==> src/rtl/core/b78enc_pkg.sv <==
// Shared types and constants for the signed integer base-78 text encoder.
// No dependencies.
package b78enc_pkg;

	localparam int unsigned DigitSlots = 11;

	localparam logic [7:0] CharZero  = 8'd48;
	localparam logic [7:0] CharMinus = 8'd45;
	localparam logic [7:0] LeadBias  = 8'd10;

	localparam logic [31:0] CompactSingleMax = 32'd78;
	localparam logic [31:0] CompactDoubleMax = 32'd99;

	localparam logic [7:0] BaseDec     = 8'd10;
	localparam logic [7:0] BaseCompact = 8'd78;

	typedef logic [3:0] slot_idx_t;

	typedef enum logic [1:0] {
		ST_IDLE,
		ST_DIV,
		ST_SIGN,
		ST_DIGIT
	} state_t;

	typedef struct packed {
		logic        start;
		logic        base78;
		logic [31:0] dividend;
	} div_ctl_t;

	typedef struct packed {
		logic        done;
		logic [31:0] quotient;
		logic [6:0]  remainder;
	} div_rsp_t;

endpackage

==> src/rtl/core/b78enc_div.sv <==
// Iterative divider by a constant base (10 or 78), eight quotient bits per cycle.
// Depends on b78enc_pkg.
module b78enc_div (
	input  logic                clk,
	input  logic                arst_n,
	input  b78enc_pkg::div_ctl_t ctl,
	output b78enc_pkg::div_rsp_t rsp
);
	import b78enc_pkg::*;

	logic [31:0] work_q;
	logic [6:0]  rem_q;
	logic [1:0]  cnt_q;
	logic        busy_q;
	logic        done_q;

	logic [7:0]  qbits;
	logic [6:0]  rem_nxt;

	always_comb begin
		logic [7:0] r;
		logic [7:0] base;
		base  = ctl.base78 ? BaseCompact : BaseDec;
		r     = {1'b0, rem_q};
		qbits = '0;
		for (int i = 0; i < 8; i++) begin
			r = {r[6:0], work_q[31 - i]};
			if (r >= base) begin
				r            = r - base;
				qbits[7 - i] = 1'b1;
			end
		end
		rem_nxt = r[6:0];
	end

	always_ff @(posedge clk or negedge arst_n) begin
		if (!arst_n) begin
			busy_q <= 1'b0;
			done_q <= 1'b0;
			cnt_q  <= '0;
		end else begin
			done_q <= 1'b0;
			if (ctl.start) begin
				busy_q <= 1'b1;
				cnt_q  <= '0;
			end else if (busy_q) begin
				cnt_q <= cnt_q + 2'd1;
				if (cnt_q == 2'd3) begin
					busy_q <= 1'b0;
					done_q <= 1'b1;
				end
			end
		end
	end

	always_ff @(posedge clk) begin
		if (ctl.start) begin
			work_q <= ctl.dividend;
			rem_q  <= '0;
		end else if (busy_q) begin
			work_q <= {work_q[23:0], qbits};
			rem_q  <= rem_nxt;
		end
	end

	assign rsp.done      = done_q;
	assign rsp.quotient  = work_q;
	assign rsp.remainder = rem_q;

endmodule

==> src/rtl/core/signed_int_base78_text_encoder.sv <==
// Top level of the signed integer text encoder: sequencer, digit store, output register.
// Depends on b78enc_pkg and b78enc_div.
//
// channel  dir  handshake            payload
// in       in   in_valid/in_stall    value[31:0] signed
// out      out  out_valid/out_stall  char_code[7:0], last_char
// cfg      in   cfg_valid/cfg_ready  decimal_mode
//
// One request per item; in_stall is high from acceptance until the last character
// is loaded into the output register. Each digit is produced by the shared divider
// (eight quotient bits per cycle) before the characters are emitted, up to ten
// decimal digits and a sign. Compact-mode magnitudes 0..78 skip the divider.
// Output stalls hold the sequencer in emit.
// Reset clears control state and decimal_mode; the digit store needs no clearing.
module signed_int_base78_text_encoder (
	input  logic               clk,
	input  logic               arst_n,
	input  logic               in_valid,
	output logic               in_stall,
	input  logic signed [31:0] value,
	output logic               out_valid,
	input  logic               out_stall,
	output logic [7:0]         char_code,
	output logic               last_char,
	input  logic               cfg_valid,
	output logic               cfg_ready,
	input  logic               decimal_mode
);
	import b78enc_pkg::*;

	state_t state_q, state_d;

	logic        dec_mode_q;
	logic        neg_q;
	logic        base78_q;
	slot_idx_t   n_q;
	logic        out_valid_q;
	logic [7:0]  char_q;
	logic        last_q;
	logic [7:0]  store_q [DigitSlots];

	div_ctl_t    div_ctl;
	div_rsp_t    div_rsp;

	logic [31:0] raw;
	logic [31:0] mag;
	logic        one_char;
	logic        in_acc;
	logic        out_ld;
	logic        more;
	logic        st_we;
	slot_idx_t   st_addr;
	logic [7:0]  st_data;
	slot_idx_t   rd_idx;

	b78enc_div u_div (
		.clk    (clk),
		.arst_n (arst_n),
		.ctl    (div_ctl),
		.rsp    (div_rsp)
	);

	assign raw      = value;
	assign mag      = raw[31] ? (~raw + 32'd1) : raw;
	assign one_char = !dec_mode_q && (mag <= CompactSingleMax);
	assign in_stall = (state_q != ST_IDLE);
	assign in_acc   = in_valid && !in_stall;
	assign out_ld   = !out_valid_q || !out_stall;
	assign more     = (div_rsp.quotient != 32'd0) && (n_q < slot_idx_t'(DigitSlots - 1));
	assign rd_idx   = n_q - slot_idx_t'(1);
	assign cfg_ready = 1'b1;

	always_comb begin
		state_d          = state_q;
		div_ctl.start    = 1'b0;
		div_ctl.base78   = base78_q;
		div_ctl.dividend = div_rsp.quotient;
		st_we            = 1'b0;
		st_addr          = n_q;
		st_data          = {1'b0, div_rsp.remainder} + CharZero
			+ ((base78_q && !more) ? LeadBias : 8'd0);
		unique case (state_q)
			ST_IDLE: begin
				div_ctl.base78   = !dec_mode_q && (mag > CompactDoubleMax);
				div_ctl.dividend = mag;
				if (in_acc) begin
					if (one_char) begin
						st_we   = 1'b1;
						st_addr = '0;
						st_data = mag[7:0] + CharZero;
						state_d = raw[31] ? ST_SIGN : ST_DIGIT;
					end else begin
						div_ctl.start = 1'b1;
						state_d       = ST_DIV;
					end
				end
			end
			ST_DIV: begin
				if (div_rsp.done) begin
					st_we = 1'b1;
					if (more) begin
						div_ctl.start = 1'b1;
					end else begin
						state_d = neg_q ? ST_SIGN : ST_DIGIT;
					end
				end
			end
			ST_SIGN: begin
				if (out_ld) begin
					state_d = ST_DIGIT;
				end
			end
			ST_DIGIT: begin
				if (out_ld && n_q == slot_idx_t'(1)) begin
					state_d = ST_IDLE;
				end
			end
			default: state_d = ST_IDLE;
		endcase
	end

	always_ff @(posedge clk or negedge arst_n) begin
		if (!arst_n) begin
			state_q <= ST_IDLE;
		end else begin
			state_q <= state_d;
		end
	end

	always_ff @(posedge clk or negedge arst_n) begin
		if (!arst_n) begin
			dec_mode_q  <= 1'b0;
			neg_q       <= 1'b0;
			base78_q    <= 1'b0;
			n_q         <= '0;
			out_valid_q <= 1'b0;
		end else begin
			if (cfg_valid && cfg_ready) begin
				dec_mode_q <= decimal_mode;
			end
			if (in_acc) begin
				neg_q    <= raw[31];
				base78_q <= div_ctl.base78;
				n_q      <= one_char ? slot_idx_t'(1) : slot_idx_t'(0);
			end else if (state_q == ST_DIV && div_rsp.done) begin
				n_q <= n_q + slot_idx_t'(1);
			end else if (state_q == ST_DIGIT && out_ld) begin
				n_q <= rd_idx;
			end
			if (out_ld) begin
				out_valid_q <= (state_q == ST_SIGN) || (state_q == ST_DIGIT);
			end
		end
	end

	always_ff @(posedge clk) begin
		if (st_we) begin
			store_q[st_addr] <= st_data;
		end
		if (out_ld) begin
			if (state_q == ST_SIGN) begin
				char_q <= CharMinus;
				last_q <= 1'b0;
			end else begin
				char_q <= store_q[rd_idx];
				last_q <= (n_q == slot_idx_t'(1));
			end
		end
	end

	assign out_valid = out_valid_q;
	assign char_code = char_q;
	assign last_char = last_q;

endmodule

==> config.mk <==
export PLATFORM = sky130hd
export DESIGN_NAME = signed_int_base78_text_encoder
export DESIGN_NICKNAME = d
export VERILOG_FILES = /design/src/rtl/core/b78enc_pkg.sv /design/src/rtl/core/b78enc_div.sv /design/src/rtl/core/signed_int_base78_text_encoder.sv
export SDC_FILE = /design/constraint.sdc
export NUM_CORES = 1
export LEC_CHECK = 0
export BUFFER_PORTS_ARGS = -buffer_cell sky130_fd_sc_hd__buf_2
export CELL_PAD_IN_SITES_DETAIL_PLACEMENT = 0
export CELL_PAD_IN_SITES_GLOBAL_PLACEMENT = 1
export CORE_ASPECT_RATIO = 0.9
export CORE_MARGIN = 2
export CORE_UTILIZATION = 35
export DETAILED_ROUTE_END_ITERATION = 10
export PLACE_DENSITY = 0.6
export SYNTH_ARGS = -nofsm -noshare
export SYNTH_HDL_FRONTEND = slang
export SYNTH_HIERARCHICAL = 1
export SYNTH_SLANG_ARGS = --single-unit
==> constraint.sdc <==
create_clock -name clk -period 24.1 [get_ports clk]
set_input_delay 4.82 -clock clk [delete_from_list [all_inputs] [get_ports clk]]
set_output_delay 4.82 -clock clk [all_outputs]
set_load 0.01 [all_outputs]
* After elaboration in Yosys (flattened, before gate mapping)
Memory sizes are Yosys's and may differ from the RTL's. A register that Yosys moved wholly into a read port is not among the register bits. Cells that the tools add are included.
Word-level totals: RAM bits 88, input bits 38, memories 1, output and inout bits 12, register bits 54, logic and storage cells 133
Memory list:
- store_q | depth 11, bits a word 8, rd ports 1, clocked after Yosys merged registers in 1, write ports 1, line signed_int_base78_text_encoder.sv:40 | logic [7:0] store_q [DigitSlots];
Operators by class: bitwise logic cells 1, add/sub/neg operators 15, order comparisons 11, equal/unequal tests 11, muxes and demuxes 60, reduce and logical (&&, ||, !) cells 22
Operators with widths (number):
- two-way mux 32 bit | 3
- greater-or-equal comparator 8 x 7 -> 1 bit | 8
- two-way mux 7 bit | 9
- subtractor 7 bit | 8
- two-way mux 33 bit | 1
- adder 32 x 1 -> 32 bit, second input constant | 1
- greater-than comparator 32 x 7 -> 1 bit, second input constant | 1
- <= comparator 32 x 7 -> 1 bit, second input constant | 1
- NOT 32 bit | 1
- nonzero test 32 bit | 1
- two-way mux 4 bit | 7
- two-way mux 1 bit | 26
- two-way mux 8 bit | 3
- two-way mux 2 bit | 8
- adder 7 x 6 -> 8 bit, second input constant | 1
- adder 8 x 4 -> 8 bit | 1
- adder 8 x 6 -> 8 bit, second input constant | 1
- logical AND 1 bit | 8
- != test 2 bit, second input constant | 4
- case mux 2 bit (4 select lines) | 1
- == test 2 bit, second input constant | 3
- zero test 1 bit | 5
- AND reduction 5 bit | 1
- adder 4 x 1 -> 4 bit, second input constant | 1
- other kinds (12) | 16

* Logic depth before layout (Yosys ltp)
Gate-level depths: netlist of run 1.
word-level depth 25, mapped depth 63

* By module
The synthesis of run 1 kept the hierarchy.
Modules (own cells, without submodules):
- signed_int_base78_text_encoder | area an instance 6414.9 um^2, instances 1, cells an instance 571, sequential area each 3163.0 um^2
- b78enc_div | area an instance 4102.7 um^2, instances 1, cells an instance 399, sequential area each 1201.2 um^2

* Worst setup path before layout of run 1
No wires, ideal clock.
path type input -> register, start in value[0], end reg u_div.rem_q[5], path buffers 0, stages on the path 61, data arrival time 18.732 ns, setup slack 5.251 ns, cell sequence inv_1 > ha_1 > or3b_2 > or4_1 > mux2i_1 > a21oi_1 > nand4_1 > nor3_2 > nand4b_1 > a31o_2 > inv_1 > ha_1 > a21oi_1 > o211a_1 > xnor2_1 > ha_1 > a21oi_1 > o32ai_2 > [25 not listed] > a22o_1 > a21oi_2 > a21oi_2 > xnor2_1 > inv_1 > ha_1 > a21o_1 > nand2_1 > mux2_4 > a31oi_2 > or2b_1 > xor2_1 > ha_1 > a21o_1 > and2_1 > a221o_1 > or3_1 > a32o_1
RTL lines:
- from (decl) | line signed_int_base78_text_encoder.sv:20 | input logic signed [31:0] value,
- to (signal assigned) | line b78enc_div.sv:62 | rem_q <= rem_nxt;
- to (decl) | line b78enc_div.sv:12 | logic [6:0] rem_q;

==> results of run 1 <==
[cell usage after synthesis, drive strengths merged (13+ instances only)]
cell type / number / area [µm²]
xor2: 37 / 331.6
buf: 16 / 115.1
nand2: 60 / 225.2
inv: 34 / 127.6
xnor2: 26 / 235.2
nor3: 17 / 110.1
nor4: 17 / 140.1
mux2i: 25 / 250.2
a211oi: 16 / 125.1
ha: 32 / 400.4
mux2: 39 / 442.9
or3: 14 / 92.59
clkbuf: 27 / 101.4
o21ai: 50 / 254.0
edfxtp: 129 / 3874
a21oi: 62 / 321.6
nor2: 84 / 317.8
o31ai: 14 / 118.9
nand3: 13 / 75.07
and3: 15 / 93.84
mux4: 16 / 360.4
dfrtp: 14 / 350.3
[flip-flops by register name, indices dropped and copies added, names as in the netlist]
| signal | flops |
|---|---|
| base78_q | 1 |
| char_code | 8 |
| dec_mode_q | 1 |
| last_char | 1 |
| n_q | 4 |
| neg_q | 1 |
| out_valid | 1 |
| state_q | 2 |
| store_q | 88 |
| u_div/busy_q | 1 |
| u_div/cnt_q | 2 |
| u_div/done_q | 1 |
| u_div/rem_q | 7 |
| u_div/work_q | 32 |
[stage by stage]
stage / util (%) / hold WS, ns
6_report: 39.41 / 0.5373
5_1_grt: 39.41 / 0.5628
4_1_cts: 39.41 / 0.5390
3_5_place_dp: 37.50 / 0.5212
3_3_place_gp: 37.50 / 0.5128
2_1_floorplan: - / 0.4791
[final timing paths]
kind,from,endpoint,slack (ns),cells past startpoint
max,value[0],u_div/rem_q[5]$_SDFFE_PP0P_,3.79,63
min,u_div/cnt_q[1]$_DFFE_PN0P_,u_div/cnt_q[1]$_DFFE_PN0P_,0.54,2
max reg2reg,state_q[1]$_DFFE_PN0P_,u_div/rem_q[5]$_SDFFE_PP0P_,9.68,57
min reg2reg,u_div/cnt_q[1]$_DFFE_PN0P_,u_div/cnt_q[1]$_DFFE_PN0P_,0.54,2
max in group asynchronous,arst_n,u_div/busy_q$_DFF_PN0_,19.54,1
min in group asynchronous,arst_n,state_q[1]$_DFFE_PN0P_,4.30,1
[metal layers]
layer  vias to the layer above  share of wire (%)  global-route usage [%]
met1                      3813                 49                   25.30
met4                         0                1.1                   4.003
met3                        22                3.2                   2.592
met5                         -                  0                       0
met2                       178                 47                   29.14
li1                       3821                  -                       -
[logic make-up after synthesis]
| group | Yosys count | share of synthesized area (%) |
|---|---|---|
| mux | 80 | 10.02 |
| other cells | 1 | 0.03565 |
| compound gates | 266 | 19.14 |
| xor+xnor | 63 | 5.389 |
| buf+inv | 78 | 3.307 |
| fa+ha+maj | 40 | 5.329 |
| flops | 150 | 41.49 |
| simple gates | 292 | 15.29 |
[cell type report]
| class | instances | area (µm²) | share of cell area (%) |
|---|---|---|---|
| tap | 403 | 504.2 | 4.304 |
| sequential | 150 | 4364 | 37.25 |
| timing repair buffer | 59 | 322.8 | 2.755 |
| clock buffer | 24 | 504.2 | 4.304 |
| clock inverter | 8 | 62.56 | 0.5340 |
| inverter | 35 | 131.4 | 1.121 |
| multi-input combinational | 742 | 5827 | 49.73 |
[worst max-delay path, delay by kind of cell]
family / cells / cell delay [ns]
AOI/OAI and AO/OA: 26 / 6.11
xor gates and xnor gates: 6 / 1.66
adders and majority gates: 9 / 2.63
buffers and inverters: 5 / 0.76
muxes: 1 / 0.32
and+or+nand+nor: 16 / 4.30
==> metrics, run 1 <==
syn_nets=1,048; Worst-Skew Late Latency=0.42 ns; ys async rst share=9.333%; flops & latches, synth=150; post-route design area=0.01172 mm²; Final Cycle Share=84.27%; Max Freq=49.24 MHz; CTS H-tree lvls=4; vias per cell=5.513; Critical Path AT=20.62 ns; Post-synth EDFFs=129; layout cell share with drive strength beyond 1=19.45%; Crit path largest cell delay=0.55 ns; Chip Width=186.7 µm; total number of vias=7,834; Worst Skew=0.009665 ns; min cycle time layout=20.31 ns; Cell Rows=60; Post-Route WL=27,900 µm; Resized cells post-CTS=0; Core ar.=0.02973 mm²; CTS Hold Bufs=0; Tightest Hold Check Type=reg -> reg; Relative slew margins=20.45%; max-cap violations=0; Synth Warn #=6; Die Span Y=168.5 µm; clk slew on worst S/H paths=0.06 ns; Post-Synthesis Cells=970; worst setup path category=in -> reg; Crit path top cell by count=ha_1; crit path capture type=flop; total die area=0.03145 mm²; Inst Count DP=1,389; vias in the first global route=7,499; most frequent cells in the layout=edfxtp_1 (129), nor2_1 (83), nand2_1 (60); # IOs=50; P&R area growth vs syn=11.40%; crit path max fanout=22; clock root buffer=clkbuf_16; count of cell types in the netlist=114; largest net degree at the start of global routing=68; CTS tree=built; worst slack, placed=3.468 ns; register area share after synthesis=41.49%; nets=1,083; syn avg cell area=10.84 µm²; CTS Buf Count=17; HPWL Detailed=20,600 µm; final setup fails=0; Slew Viols, Final=0; Detailed Route Iter0 Violations=555; WL per Instance=19.64 µm; initial antenna violation count=0; setup bufs post-CTS=0; most common cell after layout, fill and taps aside=edfxtp_1; CTS max path bufs=2; filler cell count=2,966; Req. time, crit path=24.41 ns; dpl cell area=0.01115 mm²; outcome=completed; ant diodes=0; post-route ant nets=0; Starting Density=35.38%; aggregate global routing overflow=0; RSZ-0062 raised after global routing=no; final hold vios=0; worst-margin pin slew=1.160 ns; number of port buffers=48; GRT Util Overall=17.89%; crit start category=primary input; global-route wire length before repair=44,130 µm; setup ws final=3.790 ns; Residual DRC=0; clock sinks=150; fin cells=1,421; synthesized area=0.01052 mm²; drt pass-1 iters=5; gpl congestion=0.8423; setup TNS=0 ns; dominant synthesized flop cell=edfxtp_1; Slowest cell on crit path=or4_4
Power of run 1 is left out: the tool's default activity adds up to more than one toggle a clock period on the data nets, which glitch-free logic cannot reach.
==> inputs of run 2 (changes only) <==
==> constraint.sdc (replaced) <==
create_clock -name clk -period 20.7 [get_ports clk]
set_input_delay 4.14 -clock clk [delete_from_list [all_inputs] [get_ports clk]]
set_output_delay 4.14 -clock clk [all_outputs]
set_load 0.01 [all_outputs]
==> metrics, run 2 (synthesized netlist as in run 1, its figures left out) <==
Worst-Skew Late Latency=0.43 ns (about the same); hold endpoint=base78_q$_DFFE_PN0P_; Crit path largest cell delay=0.55 ns (about the same); hold slack=0.5255 ns (-0.01181 ns); post-route ant nets=0 (unchanged); Layout Utilization=39.44% (about the same); max reg flops=88 (unchanged); CTS Buf Count=17 (unchanged); WL per Instance=19.59 µm (-0.26%); HPWL Detailed=20,730 µm (+0.63%); Max Freq=51.32 MHz; nets=1,085 (+0.18%); final hold vios=0 (unchanged); global-route wire length before repair=44,130 µm (about the same); reg2reg setup slack=6.11 ns (-3.57 ns); Chip Width=186.7 µm (unchanged); drt pass-1 iters=5 (unchanged); CTS tree=built; vias in the first global route=7,655 (+2.1%); Reg2Reg Capture Point=u_div/rem_q[5]$_SDFFE_PP0P_; Final Cycle Share=94.14%; Crit path top cell by count=ha_1; # IOs=50 (unchanged); min cycle time layout=19.49 ns; Detailed Route Iter0 Violations=640 (+15%); most frequent cells in the layout=edfxtp_1 (129), nor2_1 (83), nand2_1 (60); CTS H-tree lvls=4 (unchanged); total number of vias=7,804 (-0.38%); setup ws final=1.213 ns (-2.577 ns); worst r2r src=state_q[0]$_DFFE_PN0P_; P&R area growth vs syn=11.47% (about the same); Slew Viols, Final=0 (unchanged); Post-Route WL=27,870 µm (-0.11%); Slowest cell on crit path=or4_4; crit start category=primary input; CTS Hold Bufs=0 (unchanged); Starting Density=35.38% (unchanged); aggregate global routing overflow=0 (unchanged); Worst Skew=0.01106 ns (+0.001390 ns); Core ar.=0.02973 mm² (unchanged); outcome=completed; Relative slew margins=14.74% (-5.7 points); Cell Rows=60 (unchanged); Critical Path AT=19.80 ns (-0.82 ns); gpl congestion=0.8234 (-2.2%); total die area=0.03145 mm² (unchanged); Worst R2R Path Depth=55 (-3.5%); final setup fails=0 (unchanged); clock sinks=150 (unchanged); vias per cell=5.484 (-0.52%); clk slew on worst S/H paths=0.07 ns (about the same); GRT Util Overall=17.93% (+0.041 points); largest net degree at the start of global routing=63 (-7.4%); worst-margin pin slew=1.243 ns (+0.08325 ns); Tightest Hold Check Type=reg -> reg; layout cell share with drive strength beyond 1=19.61% (+0.16 points); initial antenna violation count=0 (unchanged); Residual DRC=0 (unchanged); hold path cells=1 (-1); most common cell after layout, fill and taps aside=edfxtp_1; number of port buffers=48 (unchanged); Most flops, register=store_q; crit path capture type=flop; max-cap violations=0 (unchanged); Die Span Y=168.5 µm (unchanged); hold wc startpoint=base78_q$_DFFE_PN0P_; clock root buffer=clkbuf_16; CTS max path bufs=2 (unchanged); worst slack, placed=0.5532 ns (-2.915 ns); worst setup path category=in -> reg; Req. time, crit path=21.01 ns (-3.40 ns); crit path max fanout=13 (-41%); ant diodes=0 (unchanged)
## run 2: cell count changes in the layout (fill, tap and decap cells not counted), sizes merged
| cell | delta |
|---|---|
| buf | +2 |
| clkinvlp | +2 |
| bufinv | +1 |
| clkinv | +4 |
| clkbuf | -6 |
| inv | -1 |
## run 2: metal layers
metal | track usage, % | up-vias | wire (µm)
li1 | - | 3826 | -
met1 | 25.31 | 3858 | 13700
met2 | 29.48 | 106 | 13340
met5 | 0 | - | 0
met4 | 3.796 | 0 | 201
met3 | 2.467 | 14 | 630
## run 2: worst max-delay path, delay by kind of cell
kind	cells	cell delay, ns
compound gates	26	6.11
xor+xnor	6	1.65
fa+ha+maj	9	2.67
buf+inv	4	0.64
mux	1	0.32
simple gates	16	4.28
## run 2: repair_timing
item / in CTS / in global routing
setup buffers: 0 / 2
resized for setup: 0 / 1
hold endpoints to repair: 0 / 0
setup endpoints to repair: 0 / 6
## run 2: worst max path at each step
stage                   from                     endpoint  slack, ns  cells after the start
detailed placement  value[0]  u_div/rem_q[5]$_SDFFE_PP0P_       0.55                     62
floorplan           value[0]  u_div/rem_q[5]$_SDFFE_PP0P_       2.53                     61
finish              value[0]  u_div/rem_q[5]$_SDFFE_PP0P_       1.21                     62
global placement    value[0]  u_div/rem_q[5]$_SDFFE_PP0P_       0.99                     62
CTS                 value[0]  u_div/rem_q[5]$_SDFFE_PP0P_       0.93                     62
global route        value[0]  u_div/rem_q[5]$_SDFFE_PP0P_     -0.003                     62
## run 2: layout make-up
class	count	area, µm²
fillers	3031	18000
multi-input cells	742	5827
flip-flops and latches	150	4364
well taps	403	504.2
clock buffers	18	429.2
repair buffers	61	337.8
inverters	35	135.1
clock inverters	14	126.4
## run 2: per-stage QoR
step	std cells	TNS (ns)	cell area, µm²
6_report	1423	0	11720
4_1_cts	1421	0	11710
5_1_grt	1423	-0.003269	11720
3_3_place_gp	1389	0	11150
3_5_place_dp	1389	0	11150
2_1_floorplan	970	0	10520
Power of run 2 is left out for the same reason.
==> inputs of run 3 (changes only) <==
--- a/config.mk
+++ b/config.mk
@@ -8,7 +8,7 @@
 export BUFFER_PORTS_ARGS = -buffer_cell sky130_fd_sc_hd__buf_2
 export CELL_PAD_IN_SITES_DETAIL_PLACEMENT = 0
 export CELL_PAD_IN_SITES_GLOBAL_PLACEMENT = 1
-export CORE_ASPECT_RATIO = 0.9
+export CORE_ASPECT_RATIO = 0.8
 export CORE_MARGIN = 2
 export CORE_UTILIZATION = 35
 export DETAILED_ROUTE_END_ITERATION = 10
==> metrics, run 3 (synthesized netlist as in run 1, its figures left out) <==
outcome=completed; max-cap violations=0 (unchanged); Worst path depth=62 (unchanged); Chip Width=197.8 µm (+5.9%); crit path capture type=flop; setup TNS=0 ns (unchanged); aggregate global routing overflow=0 (unchanged); Reg2Reg Capture Point=u_div/rem_q[5]$_SDFFE_PP0P_; hold path cells=2 (+1); CTS tree=built; Most flops, register=store_q; Worst Skew=0.01145 ns (+0.0003952 ns); HPWL Detailed=20,540 µm (-0.93%); vias in the first global route=7,463 (-2.5%); Detailed Route Iter0 Violations=602 (-5.9%); Relative slew margins=26.88% (+12 points); Worst R2R Path Depth=55 (unchanged); Cell Rows=56 (-6.7%); clock sinks=150 (unchanged); GRT Util Overall=18.08% (+0.14 points); drt pass-1 iters=5 (unchanged); nets=1,084 (-0.092%); final hold vios=0 (unchanged); largest net degree at the start of global routing=68 (+7.9%); post-route design area=0.01170 mm² (-0.19%); crit start category=primary input; CTS H-tree lvls=4 (unchanged); RSZ-0062 raised after global routing=no; final setup fails=0 (unchanged); global-route wire length before repair=44,110 µm (about the same); post-route ant nets=0 (unchanged); Crit path top cell by count=ha_1; P&R area growth vs syn=11.25%; reg2reg setup slack=6.30 ns (+0.19 ns); most frequent cells in the layout=edfxtp_1 (129), nor2_1 (83), nand2_1 (60); WL per Instance=20.01 µm (+2.2%); Slew Viols, Final=0 (unchanged); clock root buffer=clkbuf_16; layout cell share with drive strength beyond 1=20.12% (+0.51 points); Worst-Skew Late Latency=0.42 ns (about the same); fin cells=1,396 (-1.9%); Inst Count DP=1,362 (-1.9%); Residual DRC=0 (unchanged); worst r2r src=state_q[1]$_DFFE_PN0P_; CTS Buf Count=17 (unchanged); number of port buffers=48 (unchanged); hold wc startpoint=u_div/cnt_q[1]$_DFFE_PN0P_; most common cell after layout, fill and taps aside=edfxtp_1; Max Freq=51.67 MHz (+0.68%); Critical Path AT=19.66 ns (-0.14 ns); vias per cell=5.662 (+3.2%); crit path max fanout=13 (unchanged); dpl cell area=0.01111 mm² (-0.36%); min cycle time layout=19.35 ns (-0.1317 ns); CTS max path bufs=2 (unchanged); # IOs=50 (unchanged); Core ar.=0.02943 mm² (-1.0%); max reg flops=88 (unchanged); Req. time, crit path=21.01 ns (about the same); worst setup path category=in -> reg; Post-Route WL=27,940 µm (+0.24%); total number of vias=7,904 (+1.3%); hold slack=0.5346 ns (+0.009073 ns); total die area=0.03146 mm² (about the same); worst-margin pin slew=1.066 ns (-0.1770 ns); CTS Hold Bufs=0 (unchanged); clk slew on worst S/H paths=0.07 ns (about the same); Slowest cell on crit path=or4_4; Starting Density=35.74% (+0.36 points); ant diodes=0 (unchanged); Crit path largest cell delay=0.56 ns (about the same); Tightest Hold Check Type=reg -> reg; initial antenna violation count=0 (unchanged); Crit path buffers/inverters=4 (unchanged); Largest delay share family, worst path=compound AO/OA/AOI/OAI gates; Final Cycle Share=93.50% (-0.64 points); hold endpoint=u_div/cnt_q[1]$_DFFE_PN0P_; gpl congestion=0.8375 (+1.7%); Die Span Y=159.1 µm (-5.6%)
[run 3: worst max-delay path by stage]
| stage | slack (ns) | startpoint | end |
|---|---|---|---|
| CTS | 0.97 | value[0] | u_div/rem_q[5]$_SDFFE_PP0P_ |
| floorplan | 2.53 | value[0] | u_div/rem_q[5]$_SDFFE_PP0P_ |
| finish | 1.35 | value[0] | u_div/rem_q[5]$_SDFFE_PP0P_ |
| global placement | 0.95 | value[0] | u_div/rem_q[5]$_SDFFE_PP0P_ |
| global route | 0.11 | value[0] | u_div/rem_q[1]$_SDFFE_PP0P_ |
| detailed placement | 0.50 | value[0] | u_div/rem_q[5]$_SDFFE_PP0P_ |
[run 3: area by class of cell]
| type | count | area (µm²) |
|---|---|---|
| Clock buffer | 17 | 425.4 |
| Clock inverter | 15 | 140.1 |
| Fill cell | 2834 | 17730 |
| Inverter | 35 | 135.1 |
| Multi-Input combinational cell | 742 | 5834 |
| Sequential cell | 150 | 4364 |
| Tap cell | 377 | 471.7 |
| Timing Repair Buffer | 60 | 330.3 |
[run 3: worst min-delay path: stages, from the launching register on]
cell and delay (ns):
dfrtp_1 0.35, mux2i_1 0.07, nor2_1 0.08
[run 3: per-layer routing]
layer	up-vias	wire length, µm	GRT usage [%]
li1	3821	-	-
met1	3846	14710	29.08
met2	218	11420	24.78
met3	19	1573	3.220
met4	0	232	3.862
met5	-	0	0
[run 3: repair_timing]
item | in CTS | in global routing
endpoints found under the setup margin | 0 | 5
buffers inserted | 0 | 2
gates resized for setup | 0 | 2
[run 3: stage by stage]
stage | utilization [%] | setup slack [ns]
floorplan | - | 2.531
global placement | 37.75 | 0.9523
detailed placement | 37.75 | 0.5010
CTS | 39.67 | 0.9718
global route | 39.76 | 0.1143
finish | 39.76 | 1.345
Power of run 3 is left out for the same reason.
